--- src/rtl/core/pwm_divider_wrap_search_top_defines.svh ---
// ----------------------------------------------------------------------------
// pwm_divider_wrap_search_top_defines
// Assertion macros shared by the divider/wrap search RTL.
// ----------------------------------------------------------------------------
`ifndef PWM_DIVIDER_WRAP_SEARCH_TOP_DEFINES_SVH
`define PWM_DIVIDER_WRAP_SEARCH_TOP_DEFINES_SVH

// Same-cycle implication, held off while in reset
`define PDWS_ASSERT_IMP(label, ck, rstn, ante, cons, msg) \
  label: assert property (@(posedge ck) disable iff (!(rstn)) (ante) |-> (cons)) else $error(msg);

// Next-cycle implication, held off while in reset
`define PDWS_ASSERT_NXT(label, ck, rstn, ante, cons, msg) \
  label: assert property (@(posedge ck) disable iff (!(rstn)) (ante) |=> (cons)) else $error(msg);

`endif

--- src/rtl/core/pdws_pkg.sv ---
// ----------------------------------------------------------------------------
// pdws_pkg
// Types and constants for the PWM divider and wrap value search.
// ----------------------------------------------------------------------------
`default_nettype none

package pdws_pkg;

  // Field widths
  localparam int unsigned CLK_W  = 28;
  localparam int unsigned FREQ_W = 28;
  localparam int unsigned DIV_W  = 12;
  localparam int unsigned WRAP_W = 16;
  localparam int unsigned ST_W   = 2;
  localparam int unsigned DVD_W  = 32;   // 16 * clock, working divider width
  localparam int unsigned QUO_W  = 31;   // quotient by 3 or 5 fits in 31 bits

  // Defaults
  localparam logic [CLK_W-1:0] SYS_CLK_RESET = 28'd125000000;
  localparam int unsigned      WRAP_LIMIT_DEF = 65534;

  // Status codes
  localparam logic [ST_W-1:0] ST_OK       = 2'd0;
  localparam logic [ST_W-1:0] ST_TOO_HIGH = 2'd1;
  localparam logic [ST_W-1:0] ST_TOO_LOW  = 2'd2;

  // Divider thresholds (8.4 fixed point)
  localparam logic [DVD_W-1:0] MIN_F5  = 32'd80;    // 16 * 5
  localparam logic [DVD_W-1:0] MIN_F3  = 32'd48;    // 16 * 3
  localparam logic [DVD_W-1:0] MIN_F2  = 32'd32;    // 16 * 2
  localparam logic [DVD_W-1:0] DIV_MIN = 32'd16;
  localparam logic [DVD_W-1:0] DIV_MAX = 32'd4096;  // 256 * 16

  // Reciprocals: q5 = (d * R5) >> 34, q3 = (d * R3) >> 33, exact for 32-bit d
  localparam logic [DVD_W-1:0] RECIP5 = 32'hCCCC_CCCD;
  localparam logic [DVD_W-1:0] RECIP3 = 32'hAAAA_AAAB;

  // Sequencer states
  typedef enum logic [2:0] {
    S_IDLE,
    S_DIV,
    S_MUL5,
    S_CHK5,
    S_MUL3,
    S_CHK3,
    S_FINISH
  } pdws_state_t;

endpackage

`default_nettype wire

--- src/rtl/core/pwm_divider_wrap_search_top.sv ---
// Each item passes a transfer, a restoring division, up to 15 factor steps
// (multiply and check for 5, then for 3 or 2; a factor of 5 skips the check
// for 3), a last failing try, then the finish step; a zero frequency goes straight there.
// One item at a time; the next is taken once the result sits in the output
// register, and a stalled output holds the finish step. Reset (rst_n, synchronous,
// active low) clears control and sets the clock register to 125 MHz.
// ----------------------------------------------------------------------------
// pwm_divider_wrap_search_top
// Computes an 8.4 PWM clock divider and a counter wrap value from a wanted
// frequency, using one serial divider then a shared reciprocal multiplier.
// ----------------------------------------------------------------------------
`default_nettype none

`include "pwm_divider_wrap_search_top_defines.svh"

module pwm_divider_wrap_search_top
  import pdws_pkg::*;
#(
  parameter int unsigned WRAP_LIMIT = WRAP_LIMIT_DEF
) (
  input  wire logic              clk,
  input  wire logic              rst_n,
  // configuration
  input  wire logic              cfg_we,
  input  wire logic [CLK_W-1:0]  cfg_wdata,
  // input channel
  input  wire logic              in_valid,
  output logic                   in_ready,
  input  wire logic [FREQ_W-1:0] in_wanted_frequency,
  // result channel
  output logic                   out_valid,
  input  wire logic              out_ready,
  output logic [DIV_W-1:0]       out_clock_divider,
  output logic [WRAP_W-1:0]      out_wrap_value,
  output logic [ST_W-1:0]        out_status
);

  localparam logic [WRAP_W+2:0] LIM_X = (WRAP_W+3)'(WRAP_LIMIT);

  // Registers
  pdws_state_t        state_r, state_nxt;
  logic [CLK_W-1:0]   clk_hz_r;
  logic [FREQ_W-1:0]  freq_r, freq_nxt;
  logic [DVD_W-1:0]   d_r, d_nxt;
  logic [FREQ_W-1:0]  rem_r, rem_nxt;
  logic [WRAP_W-1:0]  w_r, w_nxt;
  logic [QUO_W-1:0]   q_r, q_nxt;
  logic [4:0]         cnt_r, cnt_nxt;
  logic               out_valid_r, out_valid_nxt;
  logic [DIV_W-1:0]   out_div_r, out_div_nxt;
  logic [WRAP_W-1:0]  out_wrap_r, out_wrap_nxt;
  logic [ST_W-1:0]    out_st_r, out_st_nxt;

  logic               in_xfer;
  logic               out_free;

  // Division step
  logic [FREQ_W:0]    part;
  logic [FREQ_W:0]    diff;
  logic               ge;

  // Shared multiplier and step checks
  logic [DVD_W-1:0]   mul_k;
  logic [2*DVD_W-1:0] prod;
  logic [DVD_W+1:0]   q_times;
  logic               q_exact;
  logic [WRAP_W+2:0]  w5, w3, w2;
  logic               ok5, ok3, ok2;

  assign in_ready  = (state_r == S_IDLE);
  assign in_xfer   = in_valid && in_ready;
  assign out_free  = !out_valid_r || out_ready;

  assign out_valid         = out_valid_r;
  assign out_clock_divider = out_div_r;
  assign out_wrap_value    = out_wrap_r;
  assign out_status        = out_st_r;

  // Restoring division: one quotient bit per cycle, shifted into d_r
  assign part = {rem_r, d_r[DVD_W-1]};
  assign ge   = (part >= {1'b0, freq_r});
  assign diff = part - {1'b0, freq_r};

  // Reciprocal multiply, then compare q * factor against the divider
  assign mul_k   = (state_r == S_MUL5) ? RECIP5 : RECIP3;
  assign prod    = {{DVD_W{1'b0}}, d_r} * {{DVD_W{1'b0}}, mul_k};
  assign q_times = (state_r == S_CHK5)
                 ? ({3'b0, q_r} << 2) + {3'b0, q_r}
                 : ({3'b0, q_r} << 1) + {3'b0, q_r};
  assign q_exact = (q_times == {2'b0, d_r});

  assign w5 = ({3'b0, w_r} << 2) + {3'b0, w_r};
  assign w3 = ({3'b0, w_r} << 1) + {3'b0, w_r};
  assign w2 = {3'b0, w_r} << 1;

  assign ok5 = (d_r >= MIN_F5) && q_exact && (w5 <= LIM_X);
  assign ok3 = (d_r >= MIN_F3) && q_exact && (w3 <= LIM_X);
  assign ok2 = (d_r >= MIN_F2) && (w2 <= LIM_X);

  // Next state
  always_comb begin
    state_nxt = state_r;
    unique case (state_r)
      S_IDLE: begin
        if (in_xfer) begin
          state_nxt = (in_wanted_frequency == '0) ? S_FINISH : S_DIV;
        end
      end
      S_DIV: begin
        if (cnt_r == '0) begin
          state_nxt = S_MUL5;
        end
      end
      S_MUL5:  state_nxt = S_CHK5;
      S_CHK5:  state_nxt = ok5 ? S_MUL5 : S_MUL3;
      S_MUL3:  state_nxt = S_CHK3;
      S_CHK3:  state_nxt = (ok3 || ok2) ? S_MUL5 : S_FINISH;
      S_FINISH: begin
        if (out_free) begin
          state_nxt = S_IDLE;
        end
      end
      default: state_nxt = S_IDLE;
    endcase
  end

  // Datapath and result register control
  always_comb begin
    freq_nxt      = freq_r;
    d_nxt         = d_r;
    rem_nxt       = rem_r;
    w_nxt         = w_r;
    q_nxt         = q_r;
    cnt_nxt       = cnt_r;
    out_valid_nxt = out_valid_r && !out_ready;
    out_div_nxt   = out_div_r;
    out_wrap_nxt  = out_wrap_r;
    out_st_nxt    = out_st_r;
    unique case (state_r)
      S_IDLE: begin
        if (in_xfer) begin
          freq_nxt = in_wanted_frequency;
          rem_nxt  = '0;
          w_nxt    = WRAP_W'(1);
          cnt_nxt  = '1;
          // zero frequency: an effectively infinite divider
          d_nxt    = (in_wanted_frequency == '0) ? '1 : {clk_hz_r, 4'b0};
        end
      end
      S_DIV: begin
        rem_nxt = ge ? diff[FREQ_W-1:0] : part[FREQ_W-1:0];
        d_nxt   = {d_r[DVD_W-2:0], ge};
        cnt_nxt = cnt_r - 5'd1;
      end
      S_MUL5: q_nxt = QUO_W'(prod[2*DVD_W-1:34]);
      S_MUL3: q_nxt = prod[2*DVD_W-1:33];
      S_CHK5: begin
        if (ok5) begin
          d_nxt = {1'b0, q_r};
          w_nxt = w5[WRAP_W-1:0];
        end
      end
      S_CHK3: begin
        if (ok3) begin
          d_nxt = {1'b0, q_r};
          w_nxt = w3[WRAP_W-1:0];
        end else if (ok2) begin
          d_nxt = d_r >> 1;
          w_nxt = w2[WRAP_W-1:0];
        end
      end
      S_FINISH: begin
        if (out_free) begin
          out_valid_nxt = 1'b1;
          if (d_r < DIV_MIN) begin
            out_div_nxt  = '0;
            out_wrap_nxt = '0;
            out_st_nxt   = ST_TOO_HIGH;
          end else if (d_r >= DIV_MAX) begin
            out_div_nxt  = '0;
            out_wrap_nxt = '0;
            out_st_nxt   = ST_TOO_LOW;
          end else begin
            out_div_nxt  = d_r[DIV_W-1:0];
            out_wrap_nxt = w_r;
            out_st_nxt   = ST_OK;
          end
        end
      end
      default: ;
    endcase
  end

  // Control registers
  always_ff @(posedge clk) begin
    if (!rst_n) begin
      state_r     <= S_IDLE;
      out_valid_r <= 1'b0;
      clk_hz_r    <= SYS_CLK_RESET;
    end else begin
      state_r     <= state_nxt;
      out_valid_r <= out_valid_nxt;
      if (cfg_we) begin
        clk_hz_r <= cfg_wdata;
      end
    end
  end

  // Payload registers
  always_ff @(posedge clk) begin
    freq_r     <= freq_nxt;
    d_r        <= d_nxt;
    rem_r      <= rem_nxt;
    w_r        <= w_nxt;
    q_r        <= q_nxt;
    cnt_r      <= cnt_nxt;
    out_div_r  <= out_div_nxt;
    out_wrap_r <= out_wrap_nxt;
    out_st_r   <= out_st_nxt;
  end

  // Assertions
  `PDWS_ASSERT_IMP(a_fail_zero, clk, rst_n,
    out_valid_r && (out_st_r != ST_OK),
    (out_div_r == '0) && (out_wrap_r == '0), "failed result carries non-zero fields")
  `PDWS_ASSERT_IMP(a_ok_range, clk, rst_n,
    out_valid_r && (out_st_r == ST_OK),
    (out_div_r >= DIV_W'(16)) && (out_wrap_r != '0), "ok result out of range")
  `PDWS_ASSERT_IMP(a_wrap_lim, clk, rst_n,
    (state_r == S_CHK5) || (state_r == S_CHK3),
    {3'b0, w_r} <= LIM_X, "wrap value above its limit")
  `PDWS_ASSERT_NXT(a_start, clk, rst_n, in_xfer,
    (state_r == S_DIV) || (state_r == S_FINISH), "accepted item did not start")

endmodule

`default_nettype wire

--- config.mk ---
export PLATFORM = sky130hd
export DESIGN_NAME = pwm_divider_wrap_search_top
export DESIGN_NICKNAME = d
export VERILOG_FILES = /design/src/rtl/core/pdws_pkg.sv /design/src/rtl/core/pwm_divider_wrap_search_top.sv
export VERILOG_INCLUDE_DIRS = /design/src /design/src/rtl/core
export SDC_FILE = /design/constraint.sdc
export NUM_CORES = 2
export LEC_CHECK = 0
export ABC_CLOCK_PERIOD_IN_PS = 9500
export BUFFER_PORTS_ARGS = -buffer_cell sky130_fd_sc_hd__buf_2
export CAP_MARGIN = 20
export CORE_MARGIN = 3
export CORE_UTILIZATION = 33
export CTS_CLUSTER_DIAMETER = 50
export CTS_CLUSTER_SIZE = 16
export DETAILED_ROUTE_END_ITERATION = 16
export GPL_TIMING_DRIVEN = 0
export PLACE_DENSITY_LB_ADDON = 0.12
export SYNTH_ARGS = -nofsm -noshare
export SYNTH_HDL_FRONTEND = slang
export SYNTH_SLANG_ARGS = --single-unit
--- constraint.sdc ---
create_clock -name clk -period 9.5 [get_ports clk]
set_input_delay 0.475 -clock clk [delete_from_list [all_inputs] [get_ports clk]]
set_output_delay 0.475 -clock clk [all_outputs]
set_load 0.01 [all_outputs]
==> results.yml <==
min_path:
  min_delay_path_depth: 1
  min_from: "in_wanted_frequency[20]"
  timing.hold.worst_endpoint: "freq_r[20]"
  hold_class: "in -> reg"
floorplanning:
  dieHeight_um: 345.0
  starting_density_of_the_core_pct: 33.48
  die-area_um2: 119000
  design.portCount: 93
  fp-row-count: 123
  placeableCoreArea_um2: 113300
  die_width_um: 345.0
setup_path:
  end_kind: "flip-flop"
  cp.arrival_ns: 9.69
  timing.reg2reg.worst_path_depth: 33
  worst-setup-path-type: "reg -> reg"
  r2r_end: "q_r[27]"
  cpMaxStageDelayCell: "fa_1"
  crit-reg2reg-launch: "state_r[2]"
  critical_path_s_largest_stage_delay_ns: 0.67
  required_ns: 9.91
  worst_path_most_repeated_cell: "fa_1"
  reg2reg_setup_slack_ns: 0.22
  crit_path_start_kind: "flip-flop"
  path_max_fanout: 10
routing:
  drtAntennaViolNets: 0
  route.final.wire_length_mm: 132.3
  routed-via-count: 29050
  initial_drc_count: 2051
  detailedRoute.firstPassIterationCount: 5
  routed_wire_length_per_instance_um: 22.87
  route.detailed.vias_per_inst: 5.021
  post-route-drc-count: 0
finish:
  fillCellCount: 11760
  area.sequential_um2: 5751
  finish.net_count: 5360
  layout-drive-gt1-share_pct: 9.032
  area_growth_pct: 12.67
  multi_input_comb_area_um2: 29210
sta:
  slew_headroom_pct: 24.05
  report.final.slew_viol_count: 0
  hold-worst-slack_ns: 0.08273
  finalHoldViolCount: 0
  timing_worst_slew_pin_value_ns: 1.135
  finalClockSkew_ns: 0.01490
  setup_viol_count_final: 0
  final.period_utilization_pct: 97.71
  max_clock_freq_mhz: 107.7
  layout_min_cycle_time_ns: 9.283
logic_synthesis:
  post_synth_instance_area_um2: 37920
  synth_warnings: 0
  number_of_flops_mapped_to_enable_cells_by_yosys: 170
  synth_area_leader_cell: "fa_1"
  yosys-top-cells-area: "fa_1 32%, ha_1 14%, edfxtp_1 13%, inv_1 8.5%, a21oi_1 2.5%"
  seq_area_frac_synth_pct: 15.15
  ys_async_sr_fraction_pct: 0
  synth_register_bits: 202
  post_synth.cell_area_avg_um2: 9.443
  synth_top_flop_cell: "edfxtp_1"
  yosys_top_cell_area_share_pct: 32.04
  synthCells: 4016
  synthDistinctLibCells: 89
cts:
  tritoncts_clock_tree: "done"
  tritoncts_num_sinks: 202
  cts.reportedPaths.clkPinSlew_ns: 0.07
  clock_tree.buffer_depth: 3
  clock_tree.htree_level_count: 1
  clock_latency_ns: 0.58
  postCtsHoldBufs: 0
  cts_bufs_inserted: 25
  cts-root-buf: "clkbuf_16"
job:
  max-cap-violations: 0
global_route:
  grt_first_pass_wirelength_mm: 197.6
  grt_antenna_before_repair: 3
  grt_max_degree: 34
  remaining_global_route_overflow: 0
  global_route_usage_sum_pct: 22.57
  via_count_of_the_first_global_routing_pass: 29880
placed_design:
  globalplace.congestion: 0.9203
  hpwl_mm: 115.4
  io_buffers: 91
status:
  result_of_the_run: "complete, no violations"
## what timing repair did
action / CTS / global route
endpoints found under the setup margin: 31 / 18
hold endpoints to repair: 0 / 0
gates resized for setup: 118 / 76
gates cloned: 0 / 1
setup buffers: 25 / 29
pin swaps: 31 / 48
## area by class of cell
type | count | share of cell area, %
diodes | 1 | 0.005857
well taps | 1500 | 4.392
clock buffers | 26 | 1.473
multi-input cells | 2884 | 68.36
flip-flops and latches | 202 | 13.46
clock inverters | 20 | 0.5622
repair buffers | 160 | 2.539
plain buffers | 128 | 1.587
inverters | 865 | 7.625
## critical path, delay by kind of cell (launching register included)
family	cells	cell delay [ns]
flip-flops	1	0.37
AND/OR/NAND/NOR	5	1.27
adder cells (fa/ha/maj)	9	4.82
buffers and inverters	11	1.32
AO/OA/AOI/OAI	8	1.31
## layer usage
layer | part of all wire [%] | vias to the layer above | track usage [%]
met3 | 5.2 | 131 | 3.142
met5 | 0.0053 | - | 0
met1 | 48 | 14460 | 33.07
met4 | 2.9 | 2 | 5.611
met2 | 44 | 765 | 35.03
li1 | - | 13690 | -
## cells in the final DEF, fill, tap and decap left out, types with 23 or more instances in the layout
master | netlist | final
nor2_1 | 204 | 199
edfxtp_1 | 170 | 170
dfxtp_1 | 32 | 30
a211oi_1 | 24 | 23
nand2_1 | 239 | 220
inv_1 | 863 | 843
fa_2 | 0 | 23
o22ai_1 | 46 | 46
nand2b_1 | 25 | 24
and2_1 | 40 | 40
xor2_1 | 53 | 53
o21ai_0 | 145 | 140
buf_4 | 3 | 53
nor4_1 | 25 | 25
clkbuf_1 | 102 | 81
xnor2_1 | 94 | 90
ha_1 | 426 | 412
conb_1 | 2 | 66
buf_2 | 10 | 102
nor3_1 | 54 | 53
a21oi_1 | 188 | 180
nor2b_1 | 51 | 51
nand3_1 | 51 | 50
clkbuf_16 | 0 | 28
nand4_1 | 43 | 43
mux2i_1 | 93 | 93
fa_1 | 607 | 584
o21ai_1 | 40 | 43
o21a_1 | 32 | 32
a21o_1 | 68 | 67
o211ai_1 | 34 | 34
## cell usage after synthesis, types with 6 or more instances
library cell / number
nand3b_1: 6
o21ai_1: 40
a211oi_1: 24
edfxtp_1: 170
fa_1: 607
buf_2: 10
o21ai_0: 145
o21bai_1: 21
a31o_2: 6
or3_1: 13
xor2_1: 53
o211ai_1: 34
nor2_1: 204
nor3b_1: 6
a31oi_1: 18
a21oi_1: 188
and2_1: 40
a21o_1: 68
mux2i_1: 93
ha_1: 426
inv_1: 863
nor4_1: 25
nand2_1: 239
or4_1: 7
o22ai_1: 46
nor2b_1: 51
and3_1: 13
o31ai_1: 16
a221o_1: 7
o2111ai_1: 6
xnor2_1: 94
buf_1: 10
o21a_1: 32
clkbuf_1: 102
a211o_1: 9
nand3_1: 51
dfxtp_1: 32
nand4_1: 43
nand2b_1: 25
nor3_1: 54
or2_2: 9
## stage by stage
stage	instance area (um2)	setup slack [ns]	std cells	utilization, %	setup TNS, ns
after floorplan	38160	0.3765	4080	-	0
after global placement	40500	-4.014	5671	35.75	-103.66
after detailed placement	40690	-2.480	5684	35.92	-59.35
after CTS	42240	0.01591	5754	37.29	0
after global routing	42730	-0.001458	5786	37.72	-0.001458
final	42730	0.2172	5786	37.72	0
## worst max path at each step
stage | start | to | cells past startpoint
floorplan | state_r[2] | q_r[27] | 34
global placement | state_r[2] | q_r[29] | 33
detailed placement | state_r[2] | q_r[29] | 33
CTS | state_r[2] | q_r[27] | 34
global route | state_r[2] | q_r[27] | 33
finish | state_r[2] | q_r[27] | 33
## flip-flops by register name (all words and copies together), names as in the netlist
name / count
clk_hz_r: 28
cnt_r: 5
d_r: 32
freq_r: 28
out_clock_divider: 12
out_status: 2
out_valid: 1
out_wrap_value: 16
q_r: 31
rem_r: 28
state_r: 3
w_r: 16
## cell families after synthesis
logic type	synth area share [%]
flip-flops	15.15
buffers and inverters	9.984
AND/OR/NAND/NOR	10.25
other	0.01980
multiplexers	2.544
XOR/XNOR	3.514
AO/OA/AOI/OAI	12.44
adder cells (fa/ha/maj)	46.10
Power is not shown: default switching activity piles up to over one toggle a cycle in this logic, so the estimate is an artifact.
